[src/rtl/lr_pkg.sv]
package lr_pkg;

  localparam int COORD_BITS  = 10;
  localparam int COLOR_BITS  = 16;
  localparam int SPAN_BITS   = COORD_BITS + 1;
  localparam int ERR_BITS    = COORD_BITS + 3;
  localparam int QUEUE_DEPTH = 2;
  localparam int QPTR_BITS   = (QUEUE_DEPTH > 1) ? $clog2(QUEUE_DEPTH) : 1;
  localparam int QCNT_BITS   = $clog2(QUEUE_DEPTH + 1);

  typedef logic [COORD_BITS-1:0] coord_t;
  typedef logic [COLOR_BITS-1:0] color_t;
  typedef logic [SPAN_BITS-1:0]  span_t;
  typedef logic signed [ERR_BITS-1:0] err_t;

  typedef enum logic {
    KIND_START   = 1'b0,
    KIND_ADVANCE = 1'b1
  } kind_t;

  typedef struct packed {
    kind_t  kind;
    coord_t start_x;
    coord_t start_y;
    coord_t end_x;
    coord_t end_y;
    color_t line_color;
  } in_word_t;

  typedef struct packed {
    logic   pixel_valid;
    coord_t pixel_x;
    coord_t pixel_y;
    color_t pixel_color;
    logic   last_pixel;
  } out_word_t;

  typedef struct packed {
    kind_t  kind;
    coord_t sx;
    coord_t sy;
    coord_t ex;
    coord_t ey;
    color_t color;
    logic   x_neg;
    logic   y_neg;
    logic   x_major;
    span_t  twice_major;
    span_t  twice_minor;
    err_t   err;
  } cmd_t;

  function automatic coord_t move_one(coord_t v, logic neg);
    return neg ? (v - coord_t'(1)) : (v + coord_t'(1));
  endfunction

endpackage

[src/rtl/lr_front.sv]
module lr_front import lr_pkg::*; (
  input  logic     in_valid,
  output logic     in_ready,
  input  in_word_t in_word,
  output logic     q_valid,
  input  logic     q_ready,
  output cmd_t     q_cmd
);

  coord_t dx, dy, dmaj, dmin;
  logic   x_neg, y_neg, x_major;
  span_t  tmaj, tmin;

  always_comb begin
    x_neg   = in_word.end_x < in_word.start_x;
    y_neg   = in_word.end_y < in_word.start_y;
    dx      = x_neg ? (in_word.start_x - in_word.end_x) : (in_word.end_x - in_word.start_x);
    dy      = y_neg ? (in_word.start_y - in_word.end_y) : (in_word.end_y - in_word.start_y);
    x_major = dx >= dy;
    dmaj    = x_major ? dx : dy;
    dmin    = x_major ? dy : dx;
    tmaj    = {dmaj, 1'b0};
    tmin    = {dmin, 1'b0};

    q_cmd.kind        = in_word.kind;
    q_cmd.sx          = in_word.start_x;
    q_cmd.sy          = in_word.start_y;
    q_cmd.ex          = in_word.end_x;
    q_cmd.ey          = in_word.end_y;
    q_cmd.color       = in_word.line_color;
    q_cmd.x_neg       = x_neg;
    q_cmd.y_neg       = y_neg;
    q_cmd.x_major     = x_major;
    q_cmd.twice_major = tmaj;
    q_cmd.twice_minor = tmin;
    q_cmd.err         = $signed({2'b00, tmin}) - $signed({3'b000, dmaj});
  end

  assign q_valid  = in_valid;
  assign in_ready = q_ready;

endmodule

[src/rtl/lr_queue.sv]
module lr_queue import lr_pkg::*; (
  input  logic clk,
  input  logic rst,
  input  logic wr_valid,
  output logic wr_ready,
  input  cmd_t wr_cmd,
  output logic rd_valid,
  input  logic rd_ready,
  output cmd_t rd_cmd
);

  cmd_t                 entries [QUEUE_DEPTH];
  logic [QPTR_BITS-1:0] wr_ptr;
  logic [QPTR_BITS-1:0] rd_ptr;
  logic [QCNT_BITS-1:0] count;
  logic                 push, pop;

  assign wr_ready = count != QCNT_BITS'(QUEUE_DEPTH);
  assign rd_valid = count != '0;
  assign rd_cmd   = entries[rd_ptr];
  assign push     = wr_valid && wr_ready;
  assign pop      = rd_valid && rd_ready;

  function automatic logic [QPTR_BITS-1:0] bump(logic [QPTR_BITS-1:0] p);
    return (p == QPTR_BITS'(QUEUE_DEPTH - 1)) ? '0 : p + QPTR_BITS'(1);
  endfunction

  always_ff @(posedge clk) begin
    if (push) begin
      entries[wr_ptr] <= wr_cmd;
    end
  end

  always_ff @(posedge clk) begin
    if (rst) begin
      wr_ptr <= '0;
      rd_ptr <= '0;
      count  <= '0;
    end else begin
      if (push) begin
        wr_ptr <= bump(wr_ptr);
      end
      if (pop) begin
        rd_ptr <= bump(rd_ptr);
      end
      if (push && !pop) begin
        count <= count + QCNT_BITS'(1);
      end else if (pop && !push) begin
        count <= count - QCNT_BITS'(1);
      end
    end
  end

endmodule

[src/rtl/lr_back.sv]
module lr_back import lr_pkg::*; (
  input  logic      clk,
  input  logic      rst,
  input  logic      q_valid,
  output logic      q_ready,
  input  cmd_t      q_cmd,
  output logic      out_valid,
  input  logic      out_ready,
  output out_word_t out_word
);

  logic   active;
  coord_t cur_x, cur_y, target_x, target_y;
  logic   step_x_neg, step_y_neg, x_major;
  err_t   error_term;
  span_t  twice_major, twice_minor;
  color_t held_color;

  coord_t adv_x, adv_y;
  err_t   adv_err;
  logic   adv_last, start_last;

  assign q_ready = !out_valid || out_ready;

  always_comb begin
    adv_x   = cur_x;
    adv_y   = cur_y;
    adv_err = error_term + $signed({2'b00, twice_minor});
    if (!error_term[ERR_BITS-1]) begin
      adv_err = adv_err - $signed({2'b00, twice_major});
      if (x_major) begin
        adv_y = move_one(cur_y, step_y_neg);
      end else begin
        adv_x = move_one(cur_x, step_x_neg);
      end
    end
    if (x_major) begin
      adv_x = move_one(cur_x, step_x_neg);
    end else begin
      adv_y = move_one(cur_y, step_y_neg);
    end
    adv_last   = x_major ? (adv_x == target_x) : (adv_y == target_y);
    start_last = q_cmd.x_major ? (q_cmd.sx == q_cmd.ex) : (q_cmd.sy == q_cmd.ey);
  end

  always_ff @(posedge clk) begin
    if (rst) begin
      out_valid   <= 1'b0;
      active      <= 1'b0;
      cur_x       <= '0;
      cur_y       <= '0;
      target_x    <= '0;
      target_y    <= '0;
      step_x_neg  <= 1'b0;
      step_y_neg  <= 1'b0;
      x_major     <= 1'b0;
      error_term  <= '0;
      twice_major <= '0;
      twice_minor <= '0;
      held_color  <= '0;
    end else begin
      if (q_valid && q_ready) begin
        out_valid <= 1'b1;
        unique case (q_cmd.kind)
          KIND_START: begin
            active               <= !start_last;
            cur_x                <= q_cmd.sx;
            cur_y                <= q_cmd.sy;
            target_x             <= q_cmd.ex;
            target_y             <= q_cmd.ey;
            step_x_neg           <= q_cmd.x_neg;
            step_y_neg           <= q_cmd.y_neg;
            x_major              <= q_cmd.x_major;
            error_term           <= q_cmd.err;
            twice_major          <= q_cmd.twice_major;
            twice_minor          <= q_cmd.twice_minor;
            held_color           <= q_cmd.color;
            out_word.pixel_valid <= 1'b1;
            out_word.pixel_x     <= q_cmd.sx;
            out_word.pixel_y     <= q_cmd.sy;
            out_word.pixel_color <= q_cmd.color;
            out_word.last_pixel  <= start_last;
          end
          KIND_ADVANCE: begin
            if (active) begin
              cur_x                <= adv_x;
              cur_y                <= adv_y;
              error_term           <= adv_err;
              active               <= !adv_last;
              out_word.pixel_valid <= 1'b1;
              out_word.pixel_x     <= adv_x;
              out_word.pixel_y     <= adv_y;
              out_word.pixel_color <= held_color;
              out_word.last_pixel  <= adv_last;
            end else begin
              out_word <= '0;
            end
          end
          default: begin
            out_word <= '0;
          end
        endcase
      end else if (out_valid && out_ready) begin
        out_valid <= 1'b0;
      end
    end
  end

endmodule

[src/rtl/line_rasterizer_top.sv]
// Bresenham line rasterizer. A start word latches both endpoints and a color and
// returns the first endpoint; each advance word returns the next pixel, with the
// final endpoint flagged last_pixel. An advance with no line active returns an
// all-zero word. Exactly one result word per input word, in order. Throughput is
// one word per clock while px_ready is high: the front computes spans and the
// initial error term, a two-entry queue decouples it from the stepper, whose
// single add/compare step per cycle sets the rate and registers each result.
module line_rasterizer_top import lr_pkg::*; (
  input  logic      clk,
  input  logic      rst,
  input  logic      cmd_valid,
  output logic      cmd_ready,
  input  in_word_t  cmd,
  output logic      px_valid,
  input  logic      px_ready,
  output out_word_t px
);

  logic fq_valid, fq_ready;
  cmd_t fq_cmd;
  logic qb_valid, qb_ready;
  cmd_t qb_cmd;

  lr_front u_front (
    .in_valid (cmd_valid),
    .in_ready (cmd_ready),
    .in_word  (cmd),
    .q_valid  (fq_valid),
    .q_ready  (fq_ready),
    .q_cmd    (fq_cmd)
  );

  lr_queue u_queue (
    .clk      (clk),
    .rst      (rst),
    .wr_valid (fq_valid),
    .wr_ready (fq_ready),
    .wr_cmd   (fq_cmd),
    .rd_valid (qb_valid),
    .rd_ready (qb_ready),
    .rd_cmd   (qb_cmd)
  );

  lr_back u_back (
    .clk       (clk),
    .rst       (rst),
    .q_valid   (qb_valid),
    .q_ready   (qb_ready),
    .q_cmd     (qb_cmd),
    .out_valid (px_valid),
    .out_ready (px_ready),
    .out_word  (px)
  );

endmodule
[config.mk]
export PLATFORM = sky130hd
export DESIGN_NAME = line_rasterizer_top
export DESIGN_NICKNAME = d
export VERILOG_FILES = /design/src/rtl/lr_pkg.sv /design/src/rtl/lr_front.sv /design/src/rtl/lr_queue.sv /design/src/rtl/lr_back.sv /design/src/rtl/line_rasterizer_top.sv
export SDC_FILE = /design/constraint.sdc
export NUM_CORES = 1
export LEC_CHECK = 0
export BUFFER_PORTS_ARGS = -buffer_cell sky130_fd_sc_hd__buf_2
export CORE_MARGIN = 4
export CORE_UTILIZATION = 30
export CTS_BUF_LIST = sky130_fd_sc_hd__clkbuf_8
export CTS_CLUSTER_SIZE = 20
export DETAILED_ROUTE_END_ITERATION = 8
export HOLD_SLACK_MARGIN = 0.03
export PLACE_DENSITY_LB_ADDON = 0.08
export SYNTH_ARGS = -nofsm -noshare
export SYNTH_HDL_FRONTEND = slang
export SYNTH_SLANG_ARGS = --single-unit
[constraint.sdc]
create_clock -name clk -period 7.3 [get_ports clk]
set_clock_uncertainty 0.1 [all_clocks]
set_input_delay 1.46 -clock clk [delete_from_list [all_inputs] [get_ports clk]]
set_output_delay 1.46 -clock clk [all_outputs]
set_load 0.005 [all_outputs]
# Word level (Yosys, flattened, before mapping)
# Memories as Yosys holds them, arrays and structs flattened. A register that Yosys moved wholly into a read port is not among the register bits.
# Index checks and enable logic that the tools add are counted.
[classes] mux=33 n_eq_ne=6 n_bitwise=2 n_reduce_logical=17 n_lt_le_gt_ge=3 addsub=15
[op_table] operator="2-to-1 mux 10 bit" count=12
[op_table] operator="one-hot mux 38 bit (2 select lines)" count=1
[op_table] operator="== test 10 bit" count=4
[op_table] operator="one-hot mux 10 bit (2 select lines)" count=2
[op_table] operator="subtractor 10 bit" count=4
[op_table] operator="2-to-1 mux 38 bit" count=1
[op_table] operator="2-to-1 mux 13 bit" count=2
[op_table] operator="one-hot mux 13 bit (2 select lines)" count=1
[op_table] operator="adder 10 x 1 -> 10 bit, second input constant" count=2
[op_table] operator="< comparator 10 bit" count=2
[op_table] operator="subtractor 10 x 1 -> 10 bit, second input constant" count=2
[op_table] operator="adder 13 x 12 -> 13 bit" count=1
[op_table] operator="subtractor 13 x 12 -> 13 bit" count=1
[op_table] operator="subtractor 11 x 10 -> 12 bit" count=1
[op_table] operator="2-to-1 mux 1 bit" count=11
[op_table] operator="greater-or-equal comparator 10 bit" count=1
[op_table] operator="AND reduction 2 bit" count=3
[op_table] operator="nonzero test 2 bit" count=3
[op_table] operator="logical AND 1 bit" count=5
[op_table] operator="logical NOT 1 bit" count=5
[op_table] operator="2-to-1 mux 2 bit" count=2
[op_table] operator="inequality test 2 bit, second input constant" count=2
[op_table] operator="adder 1 bit, second input constant" count=2
[op_table] operator="adder 2 x 1 -> 2 bit, second input constant" count=1
[op_table] operator="other kinds (4)" count=5
[totals] inputBits=61 elab_cells=98 regBits=138 n_memories=1 ram_bits=186
[memory_table] memory="u_queue.entries" depth=2 word_bits=93 read_ports=1 rd_clocked_by_memory_dff=1 write_ports=1 line="lr_queue.sv:12" text="cmd_t entries [QUEUE_DEPTH];"

# Logic depth before layout (Yosys ltp)
# Gate-level depths: netlist of run 1.
[logic_depth] depth_word=9 ltp_mapped=32 depth_no_buf=29

# Hierarchy
# A second synthesis of run 1 with hierarchy kept.
[unflattened] cells_unflattened=1703 hier_area_um2=18352.6
[by_module_without_submodules] module="lr_back" cells_each=951 instances=1 area_per_inst_um2=7915.1
[by_module_without_submodules] module="lr_queue" cells_each=320 instances=1 area_per_inst_um2=7288.2
[by_module_without_submodules] module="lr_front" cells_each=432 instances=1 area_per_inst_um2=3149.3

# Worst setup path after synthesis of run 1
# OpenSTA, ideal clock, no wires.
[synth_path] path_type="input-to-reg" start="input port cmd[16] (netlist bit)" end="memory u_queue.entries[0][12] (netlist bit) (data pin)" path_buffers=3 t_required_ns=6.941 t_arrival_ns=7.252 stages=29 setup_slack_ns=-0.312 cell_sequence="inv_1 ha_1 inv_1 fa_1 a21o_4 nand4_2 a21oi_1 nor2_1 mux2_2 a21oi_1 o21ai_0 xor2_1 inv_1 ha_1 a2111oi_4 and4b_1 buf_2 or2_1 buf_6 clkbuf_1 mux2_2 ha_1 nor2_1 nor2_1 o41ai_1 maj3_2 maj3_4 a21o_1 o211a_1"
[synth_lines] item="from (decl)" line="line_rasterizer_top.sv:13" text="input in_word_t cmd,"
[synth_lines] item="to (decl)" line="lr_queue.sv:12"

==> qor.txt, run 1 <==
Netlist Area Pre-Place: 0.01711 mm2
Core box area: 0.05639 mm2
CTS tree: done
Mapped Cells: 1559
DP Area: 0.01908 mm2
Layout cells sized above 1: 19.11%
Routed WL per cell: 19.54 um
Post-synth net total: 1720
WP data required: 7.59 ns
Number of setup buffers added after CTS: 0
Max-Cap Viols: 0
Crit-path max cell delay: 0.40 ns
DP Wirelength: 36.46 mm
Post-route insts no fill: 2558
DRC: 0
Initial antenna violation count: 1
Crit-path max FO: 7
Worst Hold Class: reg2reg
Most frequent cells in the layout: edfxtp_1, nor2_1, inv_1
Number of global-route vias before repair: 12298
Dpl cells: 2443
Ports: 101
Dpl ws: -0.2545 ns
Setup crit end kind: register
Worst slew margin: 26.89%
Leak pwr: 8.030 nW
Worst slew pin tran: 1.090 ns
Filler Cells Inserted: 5811
Pwr Density: 464.1 mW/mm2
Achievable frequency: 147.0 MHz
Grt total ovfl: 0
Hold buffers post-CTS: 0
Minimum clock period: 6.801 ns
CP most frequent cell: inv_1
Worst hold path startpoint: u_back.error_term[6]$_SDFFE_PP0P_
Root Buffer: clkbuf_8
Seq cells post-synth: 318
Num rows: 87
Num Clock Sinks: 318
Die width: 246.8 um
Final hold violation count: 0
Register area: 0.008572 mm2
Fin nets: 1910
IO buf count: 100
H-tree Lvls: 2
Via Count: 12463
Worst r2r src: u_back.twice_minor[1]$_SDFFE_PP0P_
Post-synth cell types: 79
Sequential-to-total area share from yosys stat: 50.09%
Die Y: 246.8 um
1st-pass router iterations: 4
Vias per cell: 4.872
Tcrit/Tclk final: 93.16%
Final non-filler cell area: 0.02030 mm2
Synth warn: 0
Main synth FF type: edfxtp_1
First-pass GRT wire length: 75.67 mm
Final TNS setup: 0 ns
Multi-input logic area: 0.007863 mm2
Post-DRT Antenna Nets: 0
Synth async-reset ratio: 0%
Total CTS buffers: 60
Syn_area_per_cell: 10.97 um2
Crit. Startpoint: cmd[16]
Crit path launch type: input pin
Fin. max-slew vios: 0
Tot Pwr: 9.420 mW
Most common cell after layout, fill and taps aside: edfxtp_1
Starting DRT DRC Count: 743
Status: completed
CTS clock-pin slew for the worst setup and hold paths: 0.06 ns
Area Overhead vs Synth: 18.67%
Slowest CP cell: fa_1
CP Class: in2reg
Maximum VDD drop: 0.0001568 V
GP Congestion: 0.8146
RSZ-0062 raised after global routing: false
Post-CTS Resized: 0
Post-synth EDFFs: 220
Post-route setup slack: 0.4990 ns
Clock Latency Late Sink: 0.67 ns
Largest net degree at the start of global routing: 91
Worst Path Arrival: 7.09 ns
Clock Path Buffers: 3
Starting density of the core: 30.34%
Setup violations, final: 0
GRT Resource Usage Total: 16.37%
Die ar.: 0.06091 mm2
Drt total wl: 49.99 mm
==> critical path: cells and delay by family <==
family / cells / cell delay [ns]
buf+inv: 6 / 0.56
fa+ha+maj: 6 / 1.76
simple gates: 4 / 0.86
xor+xnor: 1 / 0.24
compound gates: 11 / 2.19
==> report_power, final <==
| group | leakage, nW | internal [mW] | switching, mW |
|---|---|---|---|
| logic | 4.46 | 1.92 | 2.77 |
| registers | 2.86 | 2.66 | 0.324 |
| clock network | 0.706 | 0.940 | 0.800 |
==> registers in the layout, indices dropped and copies added, names as in the netlist, 2 cells and up, named ones only <==
name	count
u_back.cur_x	10
u_back.cur_y	10
u_back.error_term	12
u_back.held_color	16
u_back.out_word	38
u_back.target_x	10
u_back.target_y	10
u_back.twice_major	10
u_back.twice_minor	10
u_queue.count	2
u_queue.entries	182
==> layout make-up <==
| cell class | count | share of cell area [%] |
|---|---|---|
| inverter | 101 | 1.880 |
| timing repair buffer | 209 | 6.509 |
| antenna | 2 | 0.02465 |
| clock inverter | 44 | 1.288 |
| multi-input combinational | 1059 | 38.73 |
| sequential | 318 | 42.23 |
| clock buffer | 69 | 4.678 |
| tap | 756 | 4.660 |
==> through the flow <==
stage | util [%] | hold WS, ns
2_1_floorplan | - | 0.3400
3_3_place_gp | 33.84 | 0.3455
3_5_place_dp | 33.84 | 0.3531
4_1_cts | 35.99 | 0.3623
5_1_grt | 36.00 | 0.3893
6_report | 36.00 | 0.3635
==> synthesized netlist by cell type (5+ instances only) <==
cell type	instances	area (um2)
nor2b_1	11	68.82
a211oi_1	102	765.7
mux2_2	16	180.2
ha_1	91	1139
buf_2	12	60.06
nor2_1	130	488.0
a221oi_1	5	43.79
nand2_1	70	262.8
nand4_1	8	50.05
a21o_1	23	172.7
nor3b_1	6	45.04
fa_1	9	180.2
and3_1	14	87.58
nor3_1	26	130.1
clkbuf_1	55	206.5
inv_1	98	367.9
o21ai_0	55	275.3
a21oi_1	96	480.5
edfxtp_1	220	6606
nand3_1	30	150.1
nand3b_1	6	45.04
and2_1	8	50.05
buf_1	10	37.54
xor2_1	48	420.4
dfxtp_1	98	1962
nor4_1	6	37.54
nand2b_1	7	43.79
o211ai_1	9	67.56
mux2i_1	106	1061
o21a_1	8	60.06
a211o_1	7	61.31
o21bai_1	12	90.09
o22ai_1	7	43.79
xnor2_1	59	516.8
==> metal layers <==
| metal | routed length (um) | GRT usage (%) |
|---|---|---|
| met1 | 25070 | 23.65 |
| met2 | 21700 | 25.28 |
| met3 | 2194 | 2.982 |
| met4 | 1026 | 4.222 |
| met5 | 0 | 0 |
==> cells by family after synthesis <==
logic type / synth area share [%]
AO/OA/AOI/OAI: 15.29
adder cells (fa/ha/maj): 7.914
AND/OR/NAND/NOR: 9.640
buffers and inverters: 4.250
flip-flops: 50.09
XOR/XNOR: 5.478
multiplexers: 7.336
==> final timing paths <==
path / depth (start not counted) / slack (ns) / to
max: 28 / 0.50 / u_queue.entries[0][12]$_DFFE_PP_
min: 2 / 0.36 / u_back.error_term[6]$_SDFFE_PP0P_
max reg2reg: 13 / 3.30 / u_back.error_term[10]$_SDFFE_PP0P_
min reg2reg: 2 / 0.36 / u_back.error_term[6]$_SDFFE_PP0P_
Power figures use the tool's default switching activity.
==> run 2, diff against run 1 <==
Settings changed: CTS_CLUSTER_DIAMETER set to 80, RECOVER_POWER set to 25.
==> qor.txt, run 2 (synthesis results as in run 1) <==
Status: finished, violations left
Failing checks: capacitance limit, slew limit
Root Buffer: clkbuf_8
1st-pass router iterations: 4
Tcrit/Tclk final: 93.01%
DP Wirelength: 36.46 mm
Vias per cell: 4.886
Max-Cap Viols: 3
Clock Latency Late Sink: 0.63 ns
Initial antenna violation count: 2
Setup violations, final: 0
Final non-filler cell area: 0.01956 mm2
Leak pwr: 7.463 nW
Grt total ovfl: 0
Tot Pwr: 8.799 mW
Filler Cells Inserted: 5836
CP Class: in2reg
Fin. max-slew vios: 108
Drt total wl: 49.44 mm
Dpl cells: 2443
Final TNS setup: 0 ns
Final hold violation count: 0
Worst slew margin: -52.36%
Max reg flops: 182
Clock Path Buffers: 3
Fin nets: 1876
Num rows: 87
DRC: 0
RSZ-0062 raised after global routing: false
Net Switching: 3.800 mW
Worst Hold Class: reg2reg
Die width: 246.8 um
Pwr Density: 449.8 mW/mm2
Top flop regs: u_queue.entries (182), u_back.out_word (38), u_back.held_color (16)
P_int: 4.999 mW
Crit path launch type: input pin
IO buf count: 100
Most frequent cells in the layout: edfxtp_1, nor2_1, mux2i_1
Clk pwr share: 12.9%
Number of setup buffers added after CTS: 0
CTS tree: done
DP Area: 0.01908 mm2
Worst Path Arrival: 7.07 ns
CTS clock-pin slew for the worst setup and hold paths: 0.12 ns
Setup crit end kind: register
Core box area: 0.05639 mm2
Worst slew pin tran: 2.285 ns
Sw Ratio: 43.19%
Die ar.: 0.06091 mm2
Hold WS: 0.3727 ns
Routed WL per cell: 19.83 um
Ports: 101
Die Y: 246.8 um
Post-route insts no fill: 2493
Starting DRT DRC Count: 803
Minimum clock period: 6.790 ns
WP data required: 7.58 ns
Layout cells sized above 1: 14.18%
Num Clock Sinks: 318
Post-DRT Antenna Nets: 0
Flop pwr share: 33.9%
Achievable frequency: 147.3 MHz
Most common cell after layout, fill and taps aside: edfxtp_1
Biggest register: u_queue.entries
Starting density of the core: 30.34%
GP Congestion: 0.8146
Area Overhead vs Synth: 14.37%
Comb pwr share: 53.2%
GRT Resource Usage Total: 16.06%
H-tree Lvls: 1
Total CTS buffers: 26
First-pass GRT wire length: 74.62 mm
Number of global-route vias before repair: 11964
Via Count: 12181
Maximum VDD drop: 0.0001853 V
Crit-path max FO: 7
Largest net degree at the start of global routing: 91
==> run 2: cell type report <==
| type | instances | area [um2] | share of cell area, % |
|---|---|---|---|
| clock buffer | 27 | 371.6 | 1.899 |
| timing repair buffer | 209 | 1221 | 6.242 |
| sequential | 318 | 8568 | 43.80 |
| clock inverter | 21 | 212.7 | 1.087 |
| multi-input combinational | 1059 | 7858 | 40.16 |
| antenna | 2 | 5.005 | 0.02558 |
| tap | 756 | 945.9 | 4.835 |
| inverter | 101 | 381.6 | 1.951 |
==> run 2: stage by stage <==
| step | worst slack (ns) | utilization, % |
|---|---|---|
| finish | 0.5102 | 34.70 |
| global route | 0.06592 | 34.69 |
| CTS | 0.4330 | 34.87 |
| detailed placement | -0.2545 | 33.84 |
| global placement | -0.1088 | 33.84 |
| floorplan | 0.01567 | - |
==> run 2: worst paths after layout <==
kind / startpoint / endpoint / slack [ns] / depth (start not counted)
setup / recovery: cmd[24] / u_queue.entries[0][12]$_DFFE_PP_ / 0.51 / 27
hold / removal: u_back.error_term[6]$_SDFFE_PP0P_ / u_back.error_term[6]$_SDFFE_PP0P_ / 0.37 / 2
setup reg to reg: register / u_back.active$_SDFFE_PP0P_ / 2.70 / 6
hold reg to reg: u_back.error_term[6]$_SDFFE_PP0P_ / u_back.error_term[6]$_SDFFE_PP0P_ / 0.37 / 2
==> run 2: timing repair <==
action / 4_1_cts / 5_1_grt
hold buffers: 0 / 0
setup endpoints to repair: 0 / 4
resized for setup: 0 / 1
==> run 2: power by group through the flow <==
stage	Clock, mW	Combinational (mW)	Sequential (mW)
3_3_place_gp	0	4.70	3.02
5_1_grt	1.26	5.20	3.04
2_1_floorplan	0	3.18	2.90
6_report	1.14	4.68	2.98
4_1_cts	1.19	4.74	2.99
3_5_place_dp	0	4.73	3.03
==> run 2: layer usage <==
| metal | share of wire, % | vias up | routed length (um) | track usage [%] |
|---|---|---|---|---|
| li1 | - | 6045 | - | - |
| met4 | 1.8 | 0 | 884 | 3.154 |
| met5 | 0 | - | 0 | 0 |
| met3 | 3.7 | 43 | 1848 | 2.104 |
| met1 | 50 | 5904 | 24890 | 23.59 |
| met2 | 44 | 189 | 21820 | 25.45 |
==> run 2: critical path, stage by stage <==
cell       delay [ns]
clkbuf_1         0.22
inv_1            0.08
ha_1             0.32
nand4_1          0.20
buf_4            0.20
a21o_4           0.18
buf_4            0.15
nand3_1          0.07
o311ai_0         0.14
a221oi_1         0.35
o21ai_0          0.15
xor2_1           0.24
inv_1            0.10
ha_1             0.25
a2111oi_4        0.34
and4b_1          0.26
or2_1            0.30
buf_4            0.18
a21o_1           0.17
inv_1            0.08
ha_1             0.27
o21a_1           0.14
o41ai_1          0.09
maj3_2           0.33
maj3_4           0.35
a21o_1           0.21
o211a_1          0.24
